==> src/hw/rtl/perwb_ram.sv <==
module perwb_ram #(
  parameter int unsigned WIDTH = 8,
  parameter int unsigned DEPTH = 256,
  localparam int unsigned AW = (DEPTH > 1) ? $clog2(DEPTH) : 1
) (
  input  logic             clk_i,
  input  logic             we_i,
  input  logic [AW-1:0]    waddr_i,
  input  logic [WIDTH-1:0] wdata_i,
  input  logic             re_i,
  input  logic [AW-1:0]    raddr_i,
  output logic [WIDTH-1:0] rdata_o
);

  logic [WIDTH-1:0] mem_q [DEPTH];
  logic [WIDTH-1:0] rdata_q;

  // Write port
  always_ff @(posedge clk_i) begin
    if (we_i) begin
      mem_q[waddr_i] <= wdata_i;
    end
  end

  // Registered read port, holds while re_i is low
  always_ff @(posedge clk_i) begin
    if (re_i) begin
      rdata_q <= mem_q[raddr_i];
    end
  end

  assign rdata_o = rdata_q;

endmodule

==> config.mk <==
export PLATFORM = sky130hd
export DESIGN_NAME = perwb_ram
export DESIGN_NICKNAME = d
export VERILOG_FILES = /design/src/hw/rtl/perwb_ram.sv
export SDC_FILE = /design/constraint.sdc
export NUM_CORES = 2
export LEC_CHECK = 0
export BUFFER_PORTS_ARGS = -buffer_cell sky130_fd_sc_hd__buf_4
export CAP_MARGIN = 30
export CELL_PAD_IN_SITES_DETAIL_PLACEMENT = 0
export CELL_PAD_IN_SITES_GLOBAL_PLACEMENT = 1
export CORE_MARGIN = 3
export CORE_UTILIZATION = 40
export DETAILED_ROUTE_END_ITERATION = 8
export GPL_TIMING_DRIVEN = 0
export PLACE_DENSITY_LB_ADDON = 0.1
export SLEW_MARGIN = 20
export SYNTH_ARGS = -nofsm -noshare
export SYNTH_HDL_FRONTEND = slang
export SYNTH_SLANG_ARGS = --single-unit
export TNS_END_PERCENT = 1
==> constraint.sdc <==
create_clock -name clk_i -period 2.5 [get_ports clk_i]
set_input_delay 0.5 -clock clk_i [delete_from_list [all_inputs] [get_ports clk_i]]
set_output_delay 0.5 -clock clk_i [all_outputs]
set_load 0.01 [all_outputs]
Word-level counts from Yosys, hierarchy flattened. Memory sizes are Yosys's and may differ from the RTL's. A register that Yosys moved wholly into a read port is not among the register bits. Cells that the tools add are included.

Bits in registers: 0. RAM bits: 2048. Input bits: 27. Output and inout port bits: 8. Logic and storage cells: 3. Memories: 1.

Mux-type cells: 2.

Memory list: mem_q (words 256, bits a word 8, read ports 1, clocked after memory_dff 1, wr ports 1, RTL line 15) `logic [WIDTH-1:0] mem_q [DEPTH];`.

Operator list (count): $mux 1 (2).

Logic depth before layout (Yosys ltp).
Word-level depth: 2. Depth in mapped cells: 11. Depth with buffers taken out: 6.

Worst setup path after synthesis. No wires, ideal clock.

Path kind: in2reg. From: input raddr_i[0]. To: register rdata_q[2], in the netlist rdata_o[2], read port of mem_q, data pin. Library setup time: 269 ps. Arrival: 2307 ps. Required time: 2231 ps. Slack: -76 ps. Stages: 9. Path buffers: 4. Path through: buf_6 > buf_12 > buf_8 > buf_2 > mux4_2 > a22oi_1 > a21oi_1 > nor4_1 > nor4_2.

RTL lines: from (decl) (RTL line 11) `input logic [AW-1:0] raddr_i,`; to (decl) (RTL line 16) `logic [WIDTH-1:0] rdata_q;`.

Worst setup path after layout.
From: input waddr_i[5]. To: memory mem_q[225][5] (enable).

RTL lines: from (decl) (RTL line 8) `input logic [AW-1:0] waddr_i,`; to (decl) (RTL line 15).

No word-level cell before the write port.

==> impl_metrics.toml <==
[run_status]
status = "finished, violations left"
violations = "negative setup slack"

[setup_path]
path_class = "in -> reg"
cp-start-kind = "primary input"
worstPathMaxFanout = 10
arrival_ns = 3.23
critPathRequiredTime_ns = 2.98
crit_path_end_kind = "register"

[synth]
syn_nets = 3760
synth-seq-cells = 2056
syn_inst = 3733
seq_area_frac_synth_pct = 77.5
synth_top_area_share_pct = 77.5
netlist-cell-type-count = 54
yosys.area.top_type = "edfxtp_1"
syn_area_um2 = 79600
avgSynthCellArea_um2 = 21.3
synth_top_cells_by_area = "edfxtp_1 78%, mux4_2 13%, mux2i_1 1.7%, nor2_1 1.3%, a22oi_1 1.3%"
synth_warnings = 0

[sta]
fin_setup_tns_ns = -11.63
finalHoldViolations = 0
period_share_pct = 110
fin_ws_ns = -0.256
rsz0062_at_grt = "true"
clock.fmax_mhz = 363
drv_slew = 0
fin_crit_ns = 2.76
tightestPinTransition_ns = 1.12
timing.slew.headroom_pct = 25.4
skew_ns = 0.0372
setup_viol = 134

[drt]
ant_nets = 0
wl_per_cell_um = 38.6
drc_errors = 0
dr_total_vias = 41100
routed_wl_mm = 267
post_drt_via_cell_ratio = 5.96
drtIter0Drc = 5001
dr.pass1.iters = 6

[global_route]
grt_overflow = 0
grt_util_all_layers_pct = 26.1
met2_usage_pct = 40.9
grt_antenna_before_repair = 14
grt_pass1_wl_mm = 361
grt_max_degree = 122
grt_use_met3_pct = 4.81
gr-usage-met1_pct = 36.7
grt_pass1_vias = 41200
grt_busiest_layer = "met2"

[placement]
dpl_cell_area_um2 = 84800
place.gp.congestion = 0.916
portBuffers = 27
dpl.hpwl_mm = 182

[finish]
seqCellArea_um2 = 61700
layout-drive-gt1-share_pct = 32.0
area_delta_synth_final_pct = 18.0
stdcell_area_um2 = 94000
nets = 4103
nFillCells = 16400
multi_input_area_um2 = 18200

[clocking]
cts_buffers = 217
cts_max_path_buffers = 3
cts_max_level = 4
clk_latency_ns = 0.85
root_buffer = "clkbuf_16"
cts.sinks = 2056
cts_tree = "built"
clk_pin_slew_ns = 0.06

[floorplan]
num_rows = 163
die-area_um2 = 204000
pin_count = 35
start_util_pct = 40.3
fp.dieH_um = 452
core_area_um2 = 198000
fp.dieW_um = 452

[pwr]
ir_drop_v = 0.000593
p_per_area_nw_per_um2 = 783
total_power_mw = 73.6
p_leak_nw = 28.9

[run]
drv_cap = 0

[worst_hold_path]
hold_class = "in -> reg"
[sequential cells by signal, summed over array words and instances, names as in the netlist]
| name | flops |
|---|---|
| rdata_o | 8 |
| mem_q | 2048 |
[metrics by stage]
step                      instances  hold slack, ns  utilization, %  setup WS [ns]
after global placement         6400           0.780            42.1          -3.80
after global routing           6896          0.0663            47.5         -0.162
after CTS                      6889          0.0366            47.4         -0.332
after floorplan                3733           0.599               -       -0.00496
after detailed placement       6479           0.791            42.9          -2.61
final                          6899          0.0687            47.6         -0.256
[path summary, 6_finish.rpt]
kind	from	end	slack [ns]	cells past startpoint
worst max register to register	mem_q[83][6]$_DFFE_PP_	rdata_o[6]$_DFFE_PP_	-0.15	6
worst min-delay path	wdata_i[5]	mem_q[82][5]$_DFFE_PP_	0.07	1
worst min register to register	mem_q[104][4]$_DFFE_PP_	rdata_o[4]$_DFFE_PP_	1.39	7
worst max-delay path	waddr_i[5]	mem_q[225][5]$_DFFE_PP_	-0.26	6
[layout by cell type (no fill, tap or decap), drive strengths merged, types with 27 or more instances in the layout]
cell type / synthesis / routed
edfxtp: 2056 / 2056
mux4: 456 / 456
clkbuf: 111 / 390
nor2: 282 / 282
buf: 122 / 242
mux2i: 134 / 134
a22oi: 133 / 133
clkinv: 1 / 98
a21oi: 96 / 96
o221ai: 47 / 47
nand3: 34 / 34
nand2: 33 / 33
nor2b: 31 / 31
o22ai: 28 / 28
nor4: 27 / 27
[critical path, stage by stage]
cell and delay (ns):
buf_4 0.17, nor2b_1 0.40, buf_4 0.27, nand3_1 0.48
clkbuf_2 0.61, nor2_1 0.80
[logic make-up after synthesis]
family          synth area share, %
compound gates                 3.42
mux                            14.6
simple gates                   2.63
buf+inv                        1.83
flops                          77.5
[power breakdown]
part / internal, mW / switching, mW
logic: 1.62 / 3.25
registers: 38.0 / 0.0191
clock network: 17.2 / 13.5
[synthesized netlist by cell type (all sizes together)]
library cell,n
or2b,1
or3b,1
mux2,1
o22ai,28
edfxtp,2056
clkinv,1
mux2i,134
buf,122
a211oi,16
nor4b,1
nand2b,8
a221oi,14
clkbuf,111
a311oi,2
nor2,282
inv,1
o221ai,47
a22o,8
or2,4
a22oi,133
o311ai,1
nor3b,1
nor2b,31
nand2,33
a2111oi,5
nor3,22
mux4,456
o32ai,5
and3b,2
nand4,10
a31oi,2
o21ai,12
a21oi,96
a21boi,1
and2,6
nand3b,2
nor4,27
o211ai,10
and3,1
o22a,5
nand3,34
[metal layers]
| layer | routed length (µm) | vias up |
|---|---|---|
| li1 | - | 16500 |
| met1 | 111000 | 22600 |
| met2 | 125000 | 1676 |
| met3 | 18900 | 390 |
| met4 | 11300 | 0 |
| met5 | 0 | - |
[cell type report]
type	instances	area share [%]
plain buffers	231	2.44
inverters	2	0.0120
clock inverters	120	0.988
well taps	2640	3.51
multi-input cells	1442	19.3
clock buffers	277	6.06
diodes	5	0.0133
repair buffers	126	1.95
flip-flops and latches	2056	65.7
[what timing repair did]
item	in CTS	in global routing
buffers inserted	16	0
pin swaps	37	5
endpoints found under the setup margin	1023	1166
gates cloned	0	0
hold buffers	2	0
endpoints found under the hold margin	27	0
resized for setup	502	89
Power figures use the tool's default switching activity.
