## config.mk

```make
export PLATFORM = sky130hd
export DESIGN_NAME = perwb_div
export DESIGN_NICKNAME = d
export VERILOG_FILES = /design/src/hw/rtl/perwb_pkg.sv /design/src/hw/rtl/perwb_div.sv
export SDC_FILE = /design/constraint.sdc
export NUM_CORES = 2
export LEC_CHECK = 0
export CORE_MARGIN = 5
export CORE_UTILIZATION = 50
export DETAILED_ROUTE_END_ITERATION = 8
export DONT_BUFFER_PORTS = 1
export GPL_TIMING_DRIVEN = 1
export SLEW_MARGIN = 20
export SYNTH_ARGS = -nofsm -noshare
export SYNTH_HDL_FRONTEND = slang
export SYNTH_SLANG_ARGS = --single-unit
export TNS_END_PERCENT = 5
```

## constraint.sdc

```tcl
create_clock -name clk_i -period 5.7 [get_ports clk_i]
set_input_delay 1.425 -clock clk_i [delete_from_list [all_inputs] [get_ports clk_i]]
set_output_delay 1.425 -clock clk_i [all_outputs]
set_load 0.005 [all_outputs]
```

## src/hw/rtl/perwb_pkg.sv

```systemverilog
package perwb_pkg;

  // Field and register widths
  localparam int unsigned CFG_IDX_W  = 3;
  localparam int unsigned CFG_DATA_W = 64;
  localparam int unsigned COEF_W     = 32;
  localparam int unsigned LIN_W      = 64;
  localparam int unsigned SIZE_W     = 16;
  localparam int unsigned MODE_W     = 2;
  localparam int unsigned LOAD_W     = 8;
  localparam int unsigned PIX_W      = 8;
  localparam int unsigned DEST_W     = 12;

  // Datapath widths: coefficient times coordinate, sum of three terms, magnitude
  localparam int unsigned PROD_W = 45;
  localparam int unsigned SUM_W  = 46;
  localparam int unsigned MAG_W  = 46;

  // Quotient: 8 integer bits and 8 fraction bits, one bit per divider stage
  localparam int unsigned FRAC_W    = 8;
  localparam int unsigned DIV_STEPS = 16;

  // Defaults for the source geometry and the fixed destination limit
  localparam int unsigned SRC_WIDTH_MAX_DEF  = 256;
  localparam int unsigned SRC_HEIGHT_MAX_DEF = 256;
  localparam int unsigned DEST_COORD_MAX     = 4096;

  // Bit positions in warp_mode
  localparam int unsigned MODE_NEAREST = 0;
  localparam int unsigned MODE_BLEND   = 1;

  // Register reset values
  localparam logic [LIN_W-1:0]  RST_NUM_X_LIN = 64'h0000_0000_0010_0000;
  localparam logic [COEF_W-1:0] RST_NUM_X_OFF = 32'h0000_0000;
  localparam logic [LIN_W-1:0]  RST_NUM_Y_LIN = 64'h0010_0000_0000_0000;
  localparam logic [COEF_W-1:0] RST_NUM_Y_OFF = 32'h0000_0000;
  localparam logic [LIN_W-1:0]  RST_DEN_LIN   = 64'h0000_0000_0000_0000;
  localparam logic [COEF_W-1:0] RST_DEN_OFF   = 32'h4000_0000;
  localparam logic [SIZE_W-1:0] RST_SRC_SIZE  = 16'hFFFF;
  localparam logic [MODE_W-1:0] RST_WARP_MODE = 2'b00;

  typedef enum logic [CFG_IDX_W-1:0] {
    CFG_NUM_X_LIN = 3'd0,
    CFG_NUM_X_OFF = 3'd1,
    CFG_NUM_Y_LIN = 3'd2,
    CFG_NUM_Y_OFF = 3'd3,
    CFG_DEN_LIN   = 3'd4,
    CFG_DEN_OFF   = 3'd5,
    CFG_SRC_SIZE  = 3'd6,
    CFG_WARP_MODE = 3'd7
  } cfg_idx_e;

  typedef enum logic {
    REQ_LOAD = 1'b0,
    REQ_WARP = 1'b1
  } req_type_e;

  // Request contents carried down the front of the pipeline
  typedef struct packed {
    logic              warp;
    logic [DEST_W-1:0] dx;
    logic [DEST_W-1:0] dy;
    logic [PIX_W-1:0]  bg;
    logic [LOAD_W-1:0] lx;
    logic [LOAD_W-1:0] ly;
    logic [PIX_W-1:0]  lval;
    logic [PIX_W-1:0]  lalpha;
    logic              ok;
  } side_t;

  // Per-pixel tag carried down the sampling stages
  typedef struct packed {
    logic              warp;
    logic [DEST_W-1:0] dx;
    logic [DEST_W-1:0] dy;
    logic [PIX_W-1:0]  bg;
    logic              ok;
  } tag_t;

endpackage

```

## src/hw/rtl/perwb_div.sv

```systemverilog
module perwb_div import perwb_pkg::*; (
  input  logic                 clk_i,
  input  logic                 en_i,
  input  logic [MAG_W-1:0]     rem_i,
  input  logic [MAG_W-1:0]     den_i,
  output logic [DIV_STEPS-1:0] quo_o
);

  // One restoring step per stage, quotient built MSB first
  logic [MAG_W-1:0]     rem_q [DIV_STEPS];
  logic [MAG_W-1:0]     den_q [DIV_STEPS];
  logic [DIV_STEPS-1:0] quo_q [DIV_STEPS];

  for (genvar k = 0; k < DIV_STEPS; k++) begin : g_step
    logic [MAG_W-1:0]     rem_in;
    logic [MAG_W-1:0]     den_in;
    logic [DIV_STEPS-1:0] quo_in;
    logic [MAG_W:0]       rem_sh;
    logic [MAG_W:0]       rem_sub;
    logic                 take;

    if (k == 0) begin : g_first
      assign rem_in = rem_i;
      assign den_in = den_i;
      assign quo_in = '0;
    end else begin : g_next
      assign rem_in = rem_q[k-1];
      assign den_in = den_q[k-1];
      assign quo_in = quo_q[k-1];
    end

    assign rem_sh  = {rem_in, 1'b0};
    assign rem_sub = rem_sh - {1'b0, den_in};
    assign take    = (rem_sh >= {1'b0, den_in});

    always_ff @(posedge clk_i) begin
      if (en_i) begin
        rem_q[k] <= take ? rem_sub[MAG_W-1:0] : rem_sh[MAG_W-1:0];
        den_q[k] <= den_in;
        quo_q[k] <= {quo_in[DIV_STEPS-2:0], take};
      end
    end
  end

  assign quo_o = quo_q[DIV_STEPS-1];

endmodule

```

== Word level (Yosys, flattened, before mapping) ==
Memory sizes are Yosys's and may differ from the RTL's.
Index checks and enable logic that the tools add are counted.

* $add $sub $neg: 16
* $lt $le $gt $ge: 16
* Multiplexer cells: 18

{| class="wikitable"
|+ Operators by type and width
! operator !! count
|-
| $ge 47x46->1 || 16
|-
| $mux 46 || 16
|-
| $sub 46x46->46 || 16
|-
| $mux 1 || 2
|}

* Bits of input ports: 94
* Flip-flop bits (word level): 0
* Memories kept: 3
* Bits in writable memories: 1728
* Word-level logic and storage cells: 53
* Output and inout port bits: 16

{| class="wikitable"
|+ Memories
! name !! depth !! bits a word !! rd ports !! clocked after memory_dff !! wr ports !! line !! source
|-
| den_q || 16 || 46 || 15 || 0 || 16 || perwb_div.sv:11 || <nowiki>logic [MAG_W-1:0] den_q [DIV_STEPS];</nowiki>
|-
| rem_q || 16 || 46 || 15 || 0 || 16 || perwb_div.sv:10 || <nowiki>logic [MAG_W-1:0] rem_q [DIV_STEPS];</nowiki>
|-
| quo_q || 16 || 16 || 16 || 0 || 16 || perwb_div.sv:12 || <nowiki>logic [DIV_STEPS-1:0] quo_q [DIV_STEPS];</nowiki>
|}

== Logic depth before layout (Yosys ltp) ==
An unclocked memory read counts as a cell.

* Word-level depth: 3
* Mapped depth: 16
* Gate-level depth less buffers: 14

== Least setup slack after synthesis ==
OpenSTA, ideal clock, no wires.

* Path kind: input -> register
* Start point: in den_i[2]
* End point: mem rem_q[0][18] (data pin)
* Path buffers: 2
* Arrival: 4.199 ns
* Stages: 15
* Required time: 5.440 ns
* Path slack: 1.240 ns
* Library setup time: 0.260 ns
* Path through: inv_1 ha_1 o21ai_0 a211oi_1 nor3_1 a21oi_2 a31oi_2 nor3_2 o21ai_1 o31a_1 o31ai_4 a21oi_1 buf_4 buf_6 mux2_4

{| class="wikitable"
|+ RTL lines
! item !! line !! source
|-
| start: declaration || perwb_div.sv:5 || <nowiki>input logic [MAG_W-1:0] den_i,</nowiki>
|-
| end: declaration || perwb_div.sv:10 ||
|}

==> summary.md <==
| Metric | Value |
|---|---|
| Status | `finished clean` |
| Gr ovfl total | `0` |
| IO Count | `110` |
| # Post-CTS Setup Buffers | `0` |
| First-pass GRT wire length | `354000 µm` |
| Setup tns final | `0 ps` |
| Final hold vios | `0` |
| Post-synthesis share of cell area spent on xor and xnor gates | `5.71%` |
| Yosys reg bits | `1516` |
| Clock sink total | `1516` |
| Fillers | `16100` |
| Synth top cells by count | `edfxtp_1, inv_1, a21oi_1` |
| Critical path peak fanout | `27` |
| Placed Instances | `11200` |
| Clock root buffer master | `clkbuf_16` |
| Register area | `45500 µm²` |
| Yosys top cell area share | `48.2%` |
| Clock skew | `25.5 ps` |
| Number of synthesized flops with an enable pin | `1516` |
| Worst-margin pin slew | `1190 ps` |
| Worst Setup Slack, final | `448 ps` |
| Worst-path clk slew | `60 ps` |
| Largest net degree at the start of global routing | `215` |
| Final worst-path cycle share | `92.1%` |
| Mapped Cells | `8892` |
| Max VDD drop | `307 µV` |
| 1st-pass router iterations | `6` |
| Syn_area_per_cell | `10.6 µm²` |
| Leading area contributor after synthesis | `edfxtp_1` |
| Area delta synth->final | `8.80%` |
| RSZ-0062 raised after global routing | `false` |
| Initial antenna violation count | `5` |
| Critical path arrival | `5800 ps` |
| P_leak | `42.4 nW` |
| PwrDens | `577 nW/µm²` |
| Fin nets | `9681` |
| CP Class | `flip-flop to flip-flop` |
| 1st-iter DRT viols | `3508` |
| Hold Path Class | `flip-flop to flip-flop` |
| Post-Synth Simple-Gate Area | `9.80%` |
| Overall power | `0.0593 W` |
| Required @ worst endpoint | `6250 ps` |
| Fin cells | `11500` |
| Most frequent cell after synthesis | `edfxtp_1` |
| Post-cts gate resize count | `0` |
| Net Count, Synth | `9736` |
| Critical Path Sink Type | `flip-flop` |
| Post-route ant nets | `0` |
| Total global routing track utilization | `22.5%` |
| Slew Limit Fails | `0` |
| Main area contributors after synthesis | `edfxtp_1, ha_1, a21oi_1` |
| Row count | `159` |
| CP peak stage delay | `830 ps` |
| Fraction of layout cells with a size suffix above 1 | `8.11%` |
| Setup crit start kind | `flip-flop` |
| Routed via count | `65200` |
| Min Tclk post-route | `5250 ps` |
| Yosys cell types | `100` |
| Die width | `445 µm` |
| Synth Area in Compound Gates | `16.6%` |
| Clock Latency Late Sink | `820 ps` |
| Post-Synth Adder-Cell Area | `10.1%` |
| Dpl ws | `613 ps` |
| Routed WL | `226000 µm` |
| Hpwl dp | `179000 µm` |
| Share of synthesized registers carrying an async set or reset | `0%` |
| Mapped cell area | `94500 µm²` |
| WL per Instance | `19.7 µm` |
| Vias in the first global route | `67600` |
| # setup viols final | `0` |
| CP cell instances | `ha_1, and3_1, a221o_1, a211o_1, a211oi_2, o32a_1, a31oi_1, o21ai_1, nand2_2, buf_4, nor2_1, a21oi_1` |
| Core area | `188000 µm²` |
| Seq/Total Area, Yosys | `48.2%` |
| CTS Buffer Depth | `3` |
| Port buffer count | `0` |
| # H-tree levels | `4` |
| Slowest-stage cell, CP | `o21ai_1` |
| DIE HEIGHT | `445 µm` |
| Yosys Warn Count | `0` |
| Hold buffers post-CTS | `0` |
| Maximum clock frequency | `0.190 GHz` |
| Remaining DRCs | `0` |
| Starting Density | `50.3%` |
| Multiplexer share of the synthesized area | `4.61%` |
| Combinational family with the most area after synthesis | `compound AO/OA/AOI/OAI gates` |
| Max_cap viols | `0` |
| TritonCTS buffer count | `174` |
| CTS tree | `built` |
| Die area | `198000 µm²` |
| Via-to-Cell Ratio | `5.68` |
| Main synth FF type | `edfxtp_1` |
| Max transition margin | `20.6%` |
| Multi-input logic area | `44200 µm²` |
| GP Congestion | `0.962` |
-- stage by stage --
step	hold WS (ps)	utilization, %	instance area (µm²)
CTS	416	54.7	103000
floorplan	400	-	94500
detailed placement	405	51.8	97300
finish	415	54.7	103000
global route	423	54.7	103000
global placement	400	51.7	97100
-- cells in the final DEF (no fill, tap or decap), types with 19 or more instances in the layout --
master / count
edfxtp_1: 1516
inv_1: 896
a21oi_1: 803
ha_1: 735
nand2_1: 629
o21ai_0: 541
nor2_1: 462
a21o_1: 410
xnor2_1: 355
mux2_2: 264
xor2_1: 261
clkbuf_16: 177
nand4_1: 167
nand3_1: 164
nor2b_1: 101
o21bai_1: 89
nor3_1: 85
a31oi_1: 79
nand2b_1: 71
a211oi_1: 69
o21a_1: 68
buf_4: 65
and3_1: 61
mux2_1: 51
mux2_4: 48
clkinv_1: 45
o31ai_1: 41
o211ai_1: 41
clkbuf_1: 36
o21ai_1: 32
or3_1: 31
nor4_1: 29
and2_1: 26
clkinv_2: 25
and4_1: 23
a211o_1: 23
a21boi_0: 20
a221oi_1: 19
o2111ai_1: 19
-- per-layer routing --
metal / share of wire [%] / vias up / GRT usage (%) / wire, µm
met5: 0 / - / 0 / 0
met4: 8.5 / 0 / 16.6 / 19200
met3: 3.1 / 713 / 2.92 / 6900
met2: 54 / 1495 / 44.5 / 122000
met1: 35 / 30500 / 20.9 / 78400
li1: - / 32500 / - / -
-- worst paths after layout --
kind,startpoint,end,slack (ps),depth (start not counted)
max reg2reg,rem_q[1][242],rem_q[1][317],450,12
min reg2reg,quo_q[2][52],quo_q[3][5],420,0
min,quo_q[2][52],quo_q[3][5],420,0
max,rem_q[1][242],rem_q[1][317],450,12
-- worst max-delay path, delay by kind of cell, from the launching register on --
kind	cells	cell delay, ps
buf+inv	1	420
simple gates	3	1060
flops	1	420
fa+ha+maj	1	400
compound gates	7	2690
-- final cells by class --
class                           instances  area share [%]
Timing Repair Buffer                   87           0.984
Sequential cell                      1516            44.3
Antenna cell                            4         0.00974
Clock inverter                         99           0.902
Clock buffer                          213            4.44
Inverter                              901            3.29
Multi-Input combinational cell       6157            43.0
Tap cell                             2495            3.04
-- power breakdown --
part	internal (W)	total, W	switching [W]
Clock	0.00634	0.0107	0.00438
Sequential	0.0170	0.0187	0.00167
Combinational	0.0127	0.0299	0.0172
-- sequential cells by signal, indices dropped and copies added (netlist names) --
name,flops
quo_q,136
den_q,690
rem_q,690
-- cells by family after synthesis --
group / count (synthesis)
buf+inv: 1219
flops: 1516
xor+xnor: 616
compound gates: 2482
mux: 372
fa+ha+maj: 750
simple gates: 1937
Power figures use the tool's default switching activity.
